[config.mk]
export PLATFORM = sky130hd
export DESIGN_NAME = min_priority_queue
export DESIGN_NICKNAME = d
export VERILOG_FILES = /design/src/hdl/mpq_pkg.sv /design/src/hdl/mpq_cell.sv /design/src/hdl/mpq_out_buf.sv /design/src/hdl/min_priority_queue.sv
export SDC_FILE = /design/constraint.sdc
export NUM_CORES = 2
export LEC_CHECK = 0
export ABC_AREA = 1
export BUFFER_PORTS_ARGS = -buffer_cell sky130_fd_sc_hd__buf_2
export CORE_MARGIN = 8
export CORE_UTILIZATION = 30
export CTS_BUF_LIST = sky130_fd_sc_hd__clkbuf_4
export DETAILED_ROUTE_END_ITERATION = 16
export SYNTH_ARGS = -nofsm -noshare
export SYNTH_HDL_FRONTEND = slang
export SYNTH_SLANG_ARGS = --single-unit
[constraint.sdc]
create_clock -name clk_i -period 6.74 [get_ports clk_i]
set_input_delay 1.011 -clock clk_i [delete_from_list [all_inputs] [get_ports clk_i]]
set_output_delay 1.011 -clock clk_i [all_outputs]
set_load 0.1 [all_outputs]
[src/hdl/mpq_pkg.sv]
`default_nettype none
// ----------------------------------------------------------------------------
// mpq_pkg
// Shared types and constants for the sorted priority queue.
// ----------------------------------------------------------------------------
package mpq_pkg;

  localparam int unsigned VAL_W   = 32;
  localparam int unsigned ENT_W   = 5;
  localparam int unsigned MODE_W  = 2;

  localparam logic [MODE_W-1:0] MODE_PUSH  = 2'd0;
  localparam logic [MODE_W-1:0] MODE_POP   = 2'd1;
  localparam logic [MODE_W-1:0] MODE_CLEAR = 2'd2;
  // spare code: no operation, status only
  localparam logic [MODE_W-1:0] MODE_NONE  = 2'd3;

  localparam logic signed [VAL_W-1:0] EMPTY_SMALLEST = -32'sd1;
  localparam logic signed [VAL_W-1:0] EMPTY_LARGEST  = 32'sd0;

  // Per-cycle command broadcast to every cell
  typedef struct packed {
    logic push;
    logic pop;
    logic clear;
  } cell_ctrl_t;

  // One result transaction
  typedef struct packed {
    logic signed [VAL_W-1:0] smallest;
    logic signed [VAL_W-1:0] largest;
    logic [ENT_W-1:0]        entries;
    logic                    empty_res;
    logic                    overflow;
  } res_t;

endpackage
`default_nettype wire

[src/hdl/mpq_cell.sv]
`default_nettype none
// ----------------------------------------------------------------------------
// mpq_cell
// One slot of the sorted chain. On push it keeps, takes the new value, or
// takes its left neighbor; on pop it takes its right neighbor; clear empties it.
// ----------------------------------------------------------------------------
module mpq_cell import mpq_pkg::*; (
  input  wire logic                    clk_i,
  input  wire logic                    rst_ni,
  input  wire cell_ctrl_t              ctrl_i,
  input  wire logic signed [VAL_W-1:0] value_i,
  input  wire logic signed [VAL_W-1:0] prev_val_i,
  input  wire logic                    prev_valid_i,
  input  wire logic                    prev_gt_i,
  input  wire logic signed [VAL_W-1:0] next_val_i,
  input  wire logic                    next_valid_i,
  output logic signed [VAL_W-1:0]      val_o,
  output logic                         valid_o,
  output logic                         gt_o
);

  logic signed [VAL_W-1:0] val_q, val_d;
  logic                    valid_q, valid_d;

  // An empty cell counts as holding +infinity
  assign gt_o = !valid_q || (val_q > value_i);

  always_comb begin
    val_d   = val_q;
    valid_d = valid_q;
    if (ctrl_i.clear) begin
      valid_d = 1'b0;
    end else if (ctrl_i.push) begin
      if (gt_o) begin
        valid_d = valid_q | prev_valid_i;
        val_d   = prev_gt_i ? prev_val_i : value_i;
      end
    end else if (ctrl_i.pop) begin
      val_d   = next_val_i;
      valid_d = next_valid_i;
    end
  end

  always_ff @(posedge clk_i or negedge rst_ni) begin
    if (!rst_ni) begin
      valid_q <= 1'b0;
    end else begin
      valid_q <= valid_d;
    end
  end

  always_ff @(posedge clk_i) begin
    val_q <= val_d;
  end

  assign val_o   = val_q;
  assign valid_o = valid_q;

endmodule
`default_nettype wire

[src/hdl/mpq_out_buf.sv]
`default_nettype none
// ----------------------------------------------------------------------------
// mpq_out_buf
// Two-entry result buffer; decouples the output stall from the input side.
// ----------------------------------------------------------------------------
module mpq_out_buf import mpq_pkg::*; (
  input  wire logic clk_i,
  input  wire logic rst_ni,
  input  wire logic push_i,
  input  wire res_t res_i,
  output logic      full_o,
  output logic      out_valid_o,
  input  wire logic out_stall_i,
  output res_t      res_o
);

  res_t       ent0_q, ent1_q;
  logic [1:0] cnt_q, cnt_d;
  logic       pop;

  assign pop         = (cnt_q != 2'd0) && !out_stall_i;
  assign full_o      = (cnt_q == 2'd2);
  assign out_valid_o = (cnt_q != 2'd0);
  assign res_o       = ent0_q;

  always_comb begin
    cnt_d = cnt_q;
    if (push_i && !pop) begin
      cnt_d = cnt_q + 2'd1;
    end else if (!push_i && pop) begin
      cnt_d = cnt_q - 2'd1;
    end
  end

  always_ff @(posedge clk_i or negedge rst_ni) begin
    if (!rst_ni) begin
      cnt_q <= 2'd0;
    end else begin
      cnt_q <= cnt_d;
    end
  end

  always_ff @(posedge clk_i) begin
    if (pop) begin
      if (push_i && cnt_q == 2'd1) begin
        ent0_q <= res_i;
      end else begin
        ent0_q <= ent1_q;
      end
      if (push_i && cnt_q == 2'd2) begin
        ent1_q <= res_i;
      end
    end else if (push_i) begin
      if (cnt_q == 2'd0) begin
        ent0_q <= res_i;
      end else begin
        ent1_q <= res_i;
      end
    end
  end

endmodule
`default_nettype wire

[src/hdl/min_priority_queue.sv]
`default_nettype none
// ----------------------------------------------------------------------------
// min_priority_queue
// Bounded sorted priority queue built as a shift-register chain of cells.
// ----------------------------------------------------------------------------
// Each input transaction (push, pop smallest, clear) is applied to the whole
// chain of CAPACITY cells at once: every cell compares its entry with the
// broadcast value and keeps, takes it, or takes a neighbor, so the chain stays
// sorted with the smallest in cell 0. One transaction is taken per cycle unless
// stalled; results are registered in a two-entry output buffer, and input
// stall rises only when both buffer entries wait on the output. A push into
// a full queue is dropped and flagged with overflow; a pop of an empty queue
// does nothing. smallest reads -1 and largest reads 0 when the queue is empty.
module min_priority_queue import mpq_pkg::*; #(
  parameter int unsigned CAPACITY = 16
) (
  input  wire logic                    clk_i,
  input  wire logic                    rst_ni,
  input  wire logic                    in_valid_i,
  output logic                         in_stall_o,
  input  wire logic [MODE_W-1:0]       mode_i,
  input  wire logic signed [VAL_W-1:0] value_i,
  output logic                         out_valid_o,
  input  wire logic                    out_stall_i,
  output logic signed [VAL_W-1:0]      smallest_o,
  output logic signed [VAL_W-1:0]      largest_o,
  output logic [ENT_W-1:0]             entries_o,
  output logic                         empty_res_o,
  output logic                         overflow_o
);

  localparam int unsigned CNT_W = $clog2(CAPACITY + 1);

  logic                    accept;
  logic                    buf_full;
  logic                    is_push, is_pop, is_clear;
  logic                    full, none;
  cell_ctrl_t              ctrl;
  logic [CNT_W-1:0]        count_q, count_d;
  logic signed [VAL_W-1:0] largest_q, largest_d;
  logic signed [VAL_W-1:0] small_d;
  res_t                    res, res_out;

  logic signed [VAL_W-1:0] cell_val   [CAPACITY];
  logic [CAPACITY-1:0]     cell_valid;
  logic [CAPACITY-1:0]     cell_gt;

  assign in_stall_o = buf_full;
  assign accept     = in_valid_i && !buf_full;

  assign is_push  = accept && (mode_i == MODE_PUSH);
  assign is_pop   = accept && (mode_i == MODE_POP);
  assign is_clear = accept && (mode_i == MODE_CLEAR);

  assign full = (count_q == CNT_W'(CAPACITY));
  assign none = (count_q == '0);

  assign ctrl.push  = is_push && !full;
  assign ctrl.pop   = is_pop && !none;
  assign ctrl.clear = is_clear;

  // Cell chain
  for (genvar i = 0; i < CAPACITY; i++) begin : g_cell
    logic signed [VAL_W-1:0] prev_val, next_val;
    logic                    prev_valid, prev_gt, next_valid;

    if (i == 0) begin : g_head
      assign prev_val   = '0;
      assign prev_valid = 1'b1;
      assign prev_gt    = 1'b0;
    end else begin : g_mid
      assign prev_val   = cell_val[i-1];
      assign prev_valid = cell_valid[i-1];
      assign prev_gt    = cell_gt[i-1];
    end

    if (i == CAPACITY - 1) begin : g_tail
      assign next_val   = '0;
      assign next_valid = 1'b0;
    end else begin : g_body
      assign next_val   = cell_val[i+1];
      assign next_valid = cell_valid[i+1];
    end

    mpq_cell u_cell (
      .clk_i       (clk_i),
      .rst_ni      (rst_ni),
      .ctrl_i      (ctrl),
      .value_i     (value_i),
      .prev_val_i  (prev_val),
      .prev_valid_i(prev_valid),
      .prev_gt_i   (prev_gt),
      .next_val_i  (next_val),
      .next_valid_i(next_valid),
      .val_o       (cell_val[i]),
      .valid_o     (cell_valid[i]),
      .gt_o        (cell_gt[i])
    );
  end

  // Occupancy, running maximum and the post-operation minimum
  always_comb begin
    count_d   = count_q;
    largest_d = largest_q;
    small_d   = cell_val[0];
    if (ctrl.clear) begin
      count_d = '0;
    end else if (ctrl.push) begin
      count_d = count_q + CNT_W'(1);
      if (none || value_i > largest_q) begin
        largest_d = value_i;
      end
      if (none || value_i < cell_val[0]) begin
        small_d = value_i;
      end
    end else if (ctrl.pop) begin
      count_d = count_q - CNT_W'(1);
      small_d = cell_val[1];
    end
  end

  always_ff @(posedge clk_i or negedge rst_ni) begin
    if (!rst_ni) begin
      count_q <= '0;
    end else begin
      count_q <= count_d;
    end
  end

  always_ff @(posedge clk_i) begin
    largest_q <= largest_d;
  end

  always_comb begin
    res.empty_res = (count_d == '0);
    res.smallest  = res.empty_res ? EMPTY_SMALLEST : small_d;
    res.largest   = res.empty_res ? EMPTY_LARGEST : largest_d;
    res.entries   = ENT_W'(count_d);
    res.overflow  = is_push && full;
  end

  mpq_out_buf u_out_buf (
    .clk_i      (clk_i),
    .rst_ni     (rst_ni),
    .push_i     (accept),
    .res_i      (res),
    .full_o     (buf_full),
    .out_valid_o(out_valid_o),
    .out_stall_i(out_stall_i),
    .res_o      (res_out)
  );

  assign smallest_o  = res_out.smallest;
  assign largest_o   = res_out.largest;
  assign entries_o   = res_out.entries;
  assign empty_res_o = res_out.empty_res;
  assign overflow_o  = res_out.overflow;

  // The number of occupied cells equals the count
  a_count_matches_cells: assert property (@(posedge clk_i) disable iff (!rst_ni)
    $countones(cell_valid) == int'(count_q))
    else $error("cell valid bits disagree with occupancy");

  a_count_bound: assert property (@(posedge clk_i) disable iff (!rst_ni)
    count_q <= CNT_W'(CAPACITY))
    else $error("occupancy above capacity");

  // Head of the chain stays sorted
  a_head_sorted: assert property (@(posedge clk_i) disable iff (!rst_ni)
    cell_valid[1] |-> (cell_val[0] <= cell_val[1]))
    else $error("chain head out of order");

  // A refused push leaves the occupancy untouched
  a_refused_push_holds: assert property (@(posedge clk_i) disable iff (!rst_ni)
    (is_push && full) |=> (count_q == CNT_W'(CAPACITY)))
    else $error("refused push changed occupancy");

endmodule
`default_nettype wire
# Yosys cells after proc, flatten, opt, wreduce, memory -nomap -nowiden
# Index checks and enable logic that the tools add are counted.
[totals]
register_bits = 709
out_inout_bits = 73
[classes]
mux = 148
magnitude_cmp = 18
reduce_logical = 96
n_addsub = 4
n_bitwise = 16
eq_ne = 39
[ops]
columns = ["op", "count"]
rows = [
  ["$mux W32", 71],
  ["$mux W71", 8],
  ["$gt A32 B32 Y1", 17],
  ["$mux W1", 64],
  ["$ne A3 B2 Y1 const B", 16],
  ["$reduce_and A3 Y1", 16],
  ["$reduce_and A2 Y1", 18],
  ["$ne A2 B1 Y1 const B", 17],
  ["$lt A32 B32 Y1", 1],
  ["$logic_not A1 Y1", 22],
  ["$logic_or A1 B1 Y1", 18],
  ["$mux W5", 3],
  ["$or A1 B1 Y1", 15],
  ["$logic_and A1 B1 Y1", 12],
  ["$logic_not A5 Y1", 2],
  ["$reduce_bool A2 Y1", 5],
  ["$add A5 B1 Y5 const B", 1],
  ["$eq A5 B5 Y1 const B", 1],
  ["$sub A5 B1 Y5 const B", 1],
  ["$eq A2 B1 Y1 const B", 2],
  ["$eq A2 B2 Y1 const B", 2],
  ["$logic_not A2 Y1", 2],
  ["$mux W2", 2],
  ["$reduce_bool A3 Y1", 1],
  ["other kinds (4)", 4],
]

# Longest topological paths before layout
[depth]
depth_word = 13
depth_mapped = 22

# Cells and area by module
# A second synthesis with hierarchy kept.
[unflattened]
cells_unflattened = 6615
hier_area_um2 = 51279.2
[modules_own_cells]
columns = ["mod", "seq_area_each_um2", "cells_each", "instances", "area_each_um2"]
rows = [
  ["mpq_cell at g_cell[0].u_cell ...", 985.9, 338, 15, 2567.5],
  ["mpq_out_buf", 4314.1, 406, 1, 5524.0],
  ["min_priority_queue", 765.7, 796, 1, 4669.5],
  ["mpq_cell at g_cell[9].u_cell", 985.9, 343, 1, 2573.7],
]

# Least setup slack after synthesis
# OpenSTA, ideal clock, no wires.
[synth_path]
path_type = "register to register"
startpoint = "register u_out_buf.cnt_q[0]"
endpoint = "register u_out_buf.ent1_q[0] (netlist bit) (enable)"
path_stages_with_launch = 7
t_required_ps = 6152
setup_time_ps = 588
t_arrival_ps = 6360
setup_slack_ps = -208
cell_sequence = "dfrtp_1 > inv_1 > ha_1 > nor2_4 > inv_2 > ha_1 > nor3_1"
[synth_between]
elab_chain_len = 6
elab_cells_between_ends = 11
cone_classes = "eq/ne (3); reduce/logical (8)"
[synth_lines]
columns = ["element", "line", "rtl"]
rows = [
  ["from (decl)", "mpq_out_buf.sv:18", "logic [1:0] cnt_q, cnt_d;"],
  ["from (signal assigned)", "mpq_out_buf.sv:39", "cnt_q <= cnt_d;"],
  ["$eq A2 B2 Y1 (*)", "mpq_out_buf.sv:22", "assign full_o = (cnt_q == 2'd2);"],
  ["named net in_stall_o", "min_priority_queue.sv:20", "output logic in_stall_o,"],
  ["$logic_not A1 Y1", "min_priority_queue.sv:49", "assign accept = in_valid_i && !buf_full;"],
  ["$logic_and A1 B1 Y1", "min_priority_queue.sv:49", ""],
  ["$logic_and A1 B1 Y1", "mpq_out_buf.sv:50", "if (push_i && cnt_q == 2'd2) begin"],
  ["$ne A2 B2 Y1 (no source line)", "-", ""],
  ["$reduce_and A3 Y1 (no source line) (*)", "-", ""],
  ["to (signal assigned)", "mpq_out_buf.sv:51", "ent1_q <= res_i;"],
  ["to (signal assigned)", "mpq_out_buf.sv:57", "ent1_q <= res_i;"],
  ["to (decl)", "mpq_out_buf.sv:17", "res_t ent0_q, ent1_q;"],
]
# Mark *: on every way through the listed nets, which the timed path passes. The rest lies on a longest branch.
# A chain may end at the register's enable or synchronous reset.

# Worst setup path after layout
[layout_path]
startpoint = "register g_cell[8].u_cell.val_q[21]"
endpoint = "register g_cell[9].u_cell.val_q[16], data pin"
[layout_between]
elab_chain_len = 5
[layout_lines]
columns = ["element", "line", "rtl"]
rows = [
  ["from (decl)", "mpq_cell.sv:22", "logic signed [VAL_W-1:0] val_q, val_d;"],
  ["from (signal assigned)", "mpq_cell.sv:53", "val_q <= val_d;"],
  ["$gt A32 B32 Y1", "mpq_cell.sv:26", "assign gt_o = !valid_q || (val_q > value_i);"],
  ["$logic_or A1 B1 Y1", "mpq_cell.sv:26", ""],
  ["$mux W32", "mpq_cell.sv:36", "val_d = prev_gt_i ? prev_val_i : value_i;"],
  ["$mux W32", "mpq_cell.sv:34", "if (gt_o) begin"],
  ["$mux W32", "mpq_cell.sv:33", "end else if (ctrl_i.push) begin"],
  ["to (signal assigned)", "mpq_cell.sv:53", ""],
  ["to (decl)", "mpq_cell.sv:22", ""],
]
# Every way passes these cells. The select of a mux whose other input is x is not followed.

==> flow_summary.ini <==
[floorplanning]
fp.dieArea_sq_mm = 0.177
die_h_um = 421
core_area_sq_mm = 0.163
die_w_um = 421
placementRows = 148
top_level_i_o_count = 111
initial_util_pct = 30.2

[critical_path]
start_kind = register
critical_path.top_delay_family = simple AND/OR/NAND/NOR gates
crit_slowest_cell = nand2_1
worst_path_arrival_ps = 5440
timing.critical_path.buf_inv = 0
crit_type = reg -> reg
worstPathMaxFanout = 32
worst_ep_required_time_ps = 7670
timing.critical_path.to_type = register
worst_stage_delay_on_the_critical_path_ps = 1150
crit_path_cell_chain = ha_1 -> a21oi_1 -> nor2_1 -> a211oi_1 -> o21ai_0 -> a21oi_1 -> nand2_1 -> nand2_1 -> nand3_1 -> nand2_1 -> nand2_1 -> nand3_1 -> nand2_1
path_common_cell = nand2_1

[synthesis]
synth.top_cell.area_share_pct = 39.9
ys_seq_area_share_pct = 42.4
synth_fp_nets = 6703
synth_async_sr_flop_share_pct = 3.24
synthFlopType = edfxtp_1
syn_avg_cell_area_sq_um = 8.05
post_synth_instance_area_sq_mm = 0.0492
edff_count_synth = 654
ys_seq_elements = 709
yosys-top-cells-area = edfxtp_1 (40%), ha_1 (14%), nand2_1 (14%)
synth_cell_types = 42
synth_warnings = 0
synth_cells = 6114
synth_top_cell_by_area = edfxtp_1

[final_layout]
most_frequent_cells_in_the_layout = nand2_1 (1795), nand3_1 (781), edfxtp_1 (654)
nets = 6799
mostFrequentLayoutCell = nand2_1
syn2layout_area_growth_pct = 11.8
finish.cell_count_without_fillers = 8547
final_layout_size_suffix_gt1_share_pct = 10.2

[timing]
worst_max_slew_pin_slew_ps = 1260
setup_violations = 0
max_freq_ghz = 0.222
finalHoldViolations = 0
worst_clock_skew_ps = 64.3
slew_headroom_pct = 15.8
rsz_0062_raised_after_global_routing = false
finalSetupTns_ps = 0
timing_max_transition_violations_final = 0
final.period_utilization_pct = 66.9
timing.final.crit_period_ps = 4510

[clock_network]
cts_buffers = 200
cts_tree = built
clock_sink_count = 709
cts_htree_levels = 4
clkLatencyLatePin_ps = 1190
max-clock-path-buffers = 3
postCtsHoldBufs = 1
clk_transition_reported_paths_ps = 70
postCtsResizedCells = 0
post_cts_buffers = 0
cts_root_buffer = clkbuf_4

[routing]
remaining_drc_errors = 0
avgViaCountPerCell = 5.42
detail_route.wirelength_um = 180000
number_of_drc_markers_after_the_initial_detailed_route_iteration = 5561
first_pass_iters = 6
routed_wire_length_per_instance_um = 21.1
ant_nets = 0
vias = 46300

[worst_hold_path]
worst_hold_path_type = in -> reg

[placed_design]
numPortBuffers = 110
numPlacedInstances = 8182
place.detailed.hpwl_um = 126000
place.gp.congestion = 0.921

[grt]
pin_count_of_the_biggest_net_entering_global_routing = 150
first_global_vias = 43900
overall_routing_resource_usage_pct = 19.3
antenna_violations_before_repair = 9
grt_pass1_wl_um = 271000
globalRouteOverflowTotal = 0

[flow_run]
max_capacitance_violation_total = 0

[power]
leakage_power_nw = 24.3
worst_vdd_rail_ir_drop_mv = 0.420
power_density_mw_per_mm2 = 386
post-layout-total-power_mw = 21.3

[status]
status = complete, no violations
## Yosys cell counts (5+ instances only)
| cell | instances |
|---|---|
| clkbuf_1 | 327 |
| nor2_1 | 182 |
| nand3_1 | 787 |
| o211ai_1 | 49 |
| edfxtp_1 | 654 |
| nand3b_1 | 9 |
| a211oi_1 | 7 |
| nand2_1 | 1798 |
| dfrtp_1 | 23 |
| o21ai_0 | 453 |
| a21o_1 | 7 |
| buf_1 | 36 |
| o22ai_1 | 5 |
| o21a_1 | 28 |
| o21bai_1 | 12 |
| a31oi_1 | 12 |
| nand3_2 | 28 |
| nor3_1 | 25 |
| buf_2 | 5 |
| ha_1 | 551 |
| a21oi_1 | 550 |
| dfxtp_1 | 32 |
| nor4_1 | 20 |
| inv_1 | 433 |
| nand4_1 | 48 |
## where the power goes
| group | internal, mW | leakage [nW] | switching [mW] | total [mW] |
|---|---|---|---|---|
| clock | 2.17 | 1.54 | 2.09 | 4.26 |
| sequential | 6.59 | 6.70 | 0.923 | 7.51 |
| combinational | 2.37 | 16.1 | 7.12 | 9.49 |
## worst paths after layout
path,from,end,slack (ps),cells after the start
max,g_cell[8].u_cell.val_o[21],g_cell[9].u_cell.val_o[16],2230,13
min,mode_i[1],u_out_buf.ent1_q[0],220,2
max reg2reg,g_cell[8].u_cell.val_o[21],g_cell[9].u_cell.val_o[16],2230,13
min reg2reg,largest_q[10],largest_q[10],490,2
max in group asynchronous,rst_ni,g_cell[5].u_cell.valid_o,5750,2
min in group asynchronous,rst_ni,g_cell[12].u_cell.valid_o,430,2
## flip-flops by register name, indices dropped and copies added, names as in the netlist
name                   flops
u_out_buf.res_o           71
count_q                    5
g_cell.u_cell.val_o      512
u_out_buf.ent1_q          71
g_cell.u_cell.valid_o     16
largest_q                 32
u_out_buf.cnt_q            2
## logic make-up after synthesis
kind of cell | count (synthesis) | share of synthesized area [%]
simple gates | 2912 | 25.2
compound gates | 1128 | 12.1
buf+inv | 809 | 6.23
flops | 709 | 42.4
fa+ha+maj | 551 | 14.0
xor+xnor | 5 | 0.0890
## worst register-to-register path, stage by stage, from the launching register on
cell and delay, ps:
edfxtp_1 510, ha_1 350, a21oi_1 140, nor2_1 50
a211oi_1 560, o21ai_0 210, a21oi_1 220, nand2_1 70
nand2_1 50, nand3_1 610, nand2_1 1160, nand2_1 160
nand3_1 120, nand2_1 60
## stage by stage
step	worst slack [ps]	hold slack (ps)	cell area [sq um]	util (%)
2_1_floorplan	1730	457	49200	-
3_3_place_gp	1310	475	52400	32.2
3_5_place_dp	1210	477	52400	32.2
4_1_cts	2300	111	55000	33.8
5_1_grt	1990	178	55000	33.8
6_report	2230	224	55000	33.8
## layout make-up
class | count | area [sq um]
Antenna cell | 5 | 12.5
Clock buffer | 305 | 2290
Clock inverter | 54 | 323
Fill cell | 17000 | 108000
Inverter | 438 | 1650
Multi-Input combinational cell | 4596 | 25300
Sequential cell | 709 | 20900
Tap cell | 2175 | 2720
Timing Repair Buffer | 265 | 1800
## routing by layer
| layer | vias to the layer above | part of all wire [%] | track usage, % |
|---|---|---|---|
| li1 | 21500 | - | - |
| met1 | 22000 | 41 | 26.1 |
| met3 | 425 | 11 | 4.55 |
| met2 | 2424 | 44 | 29.7 |
| met4 | 2 | 3.9 | 7.83 |
| met5 | - | 0.0055 | 0 |
Note: power is estimated with default switching activity, not from simulation.
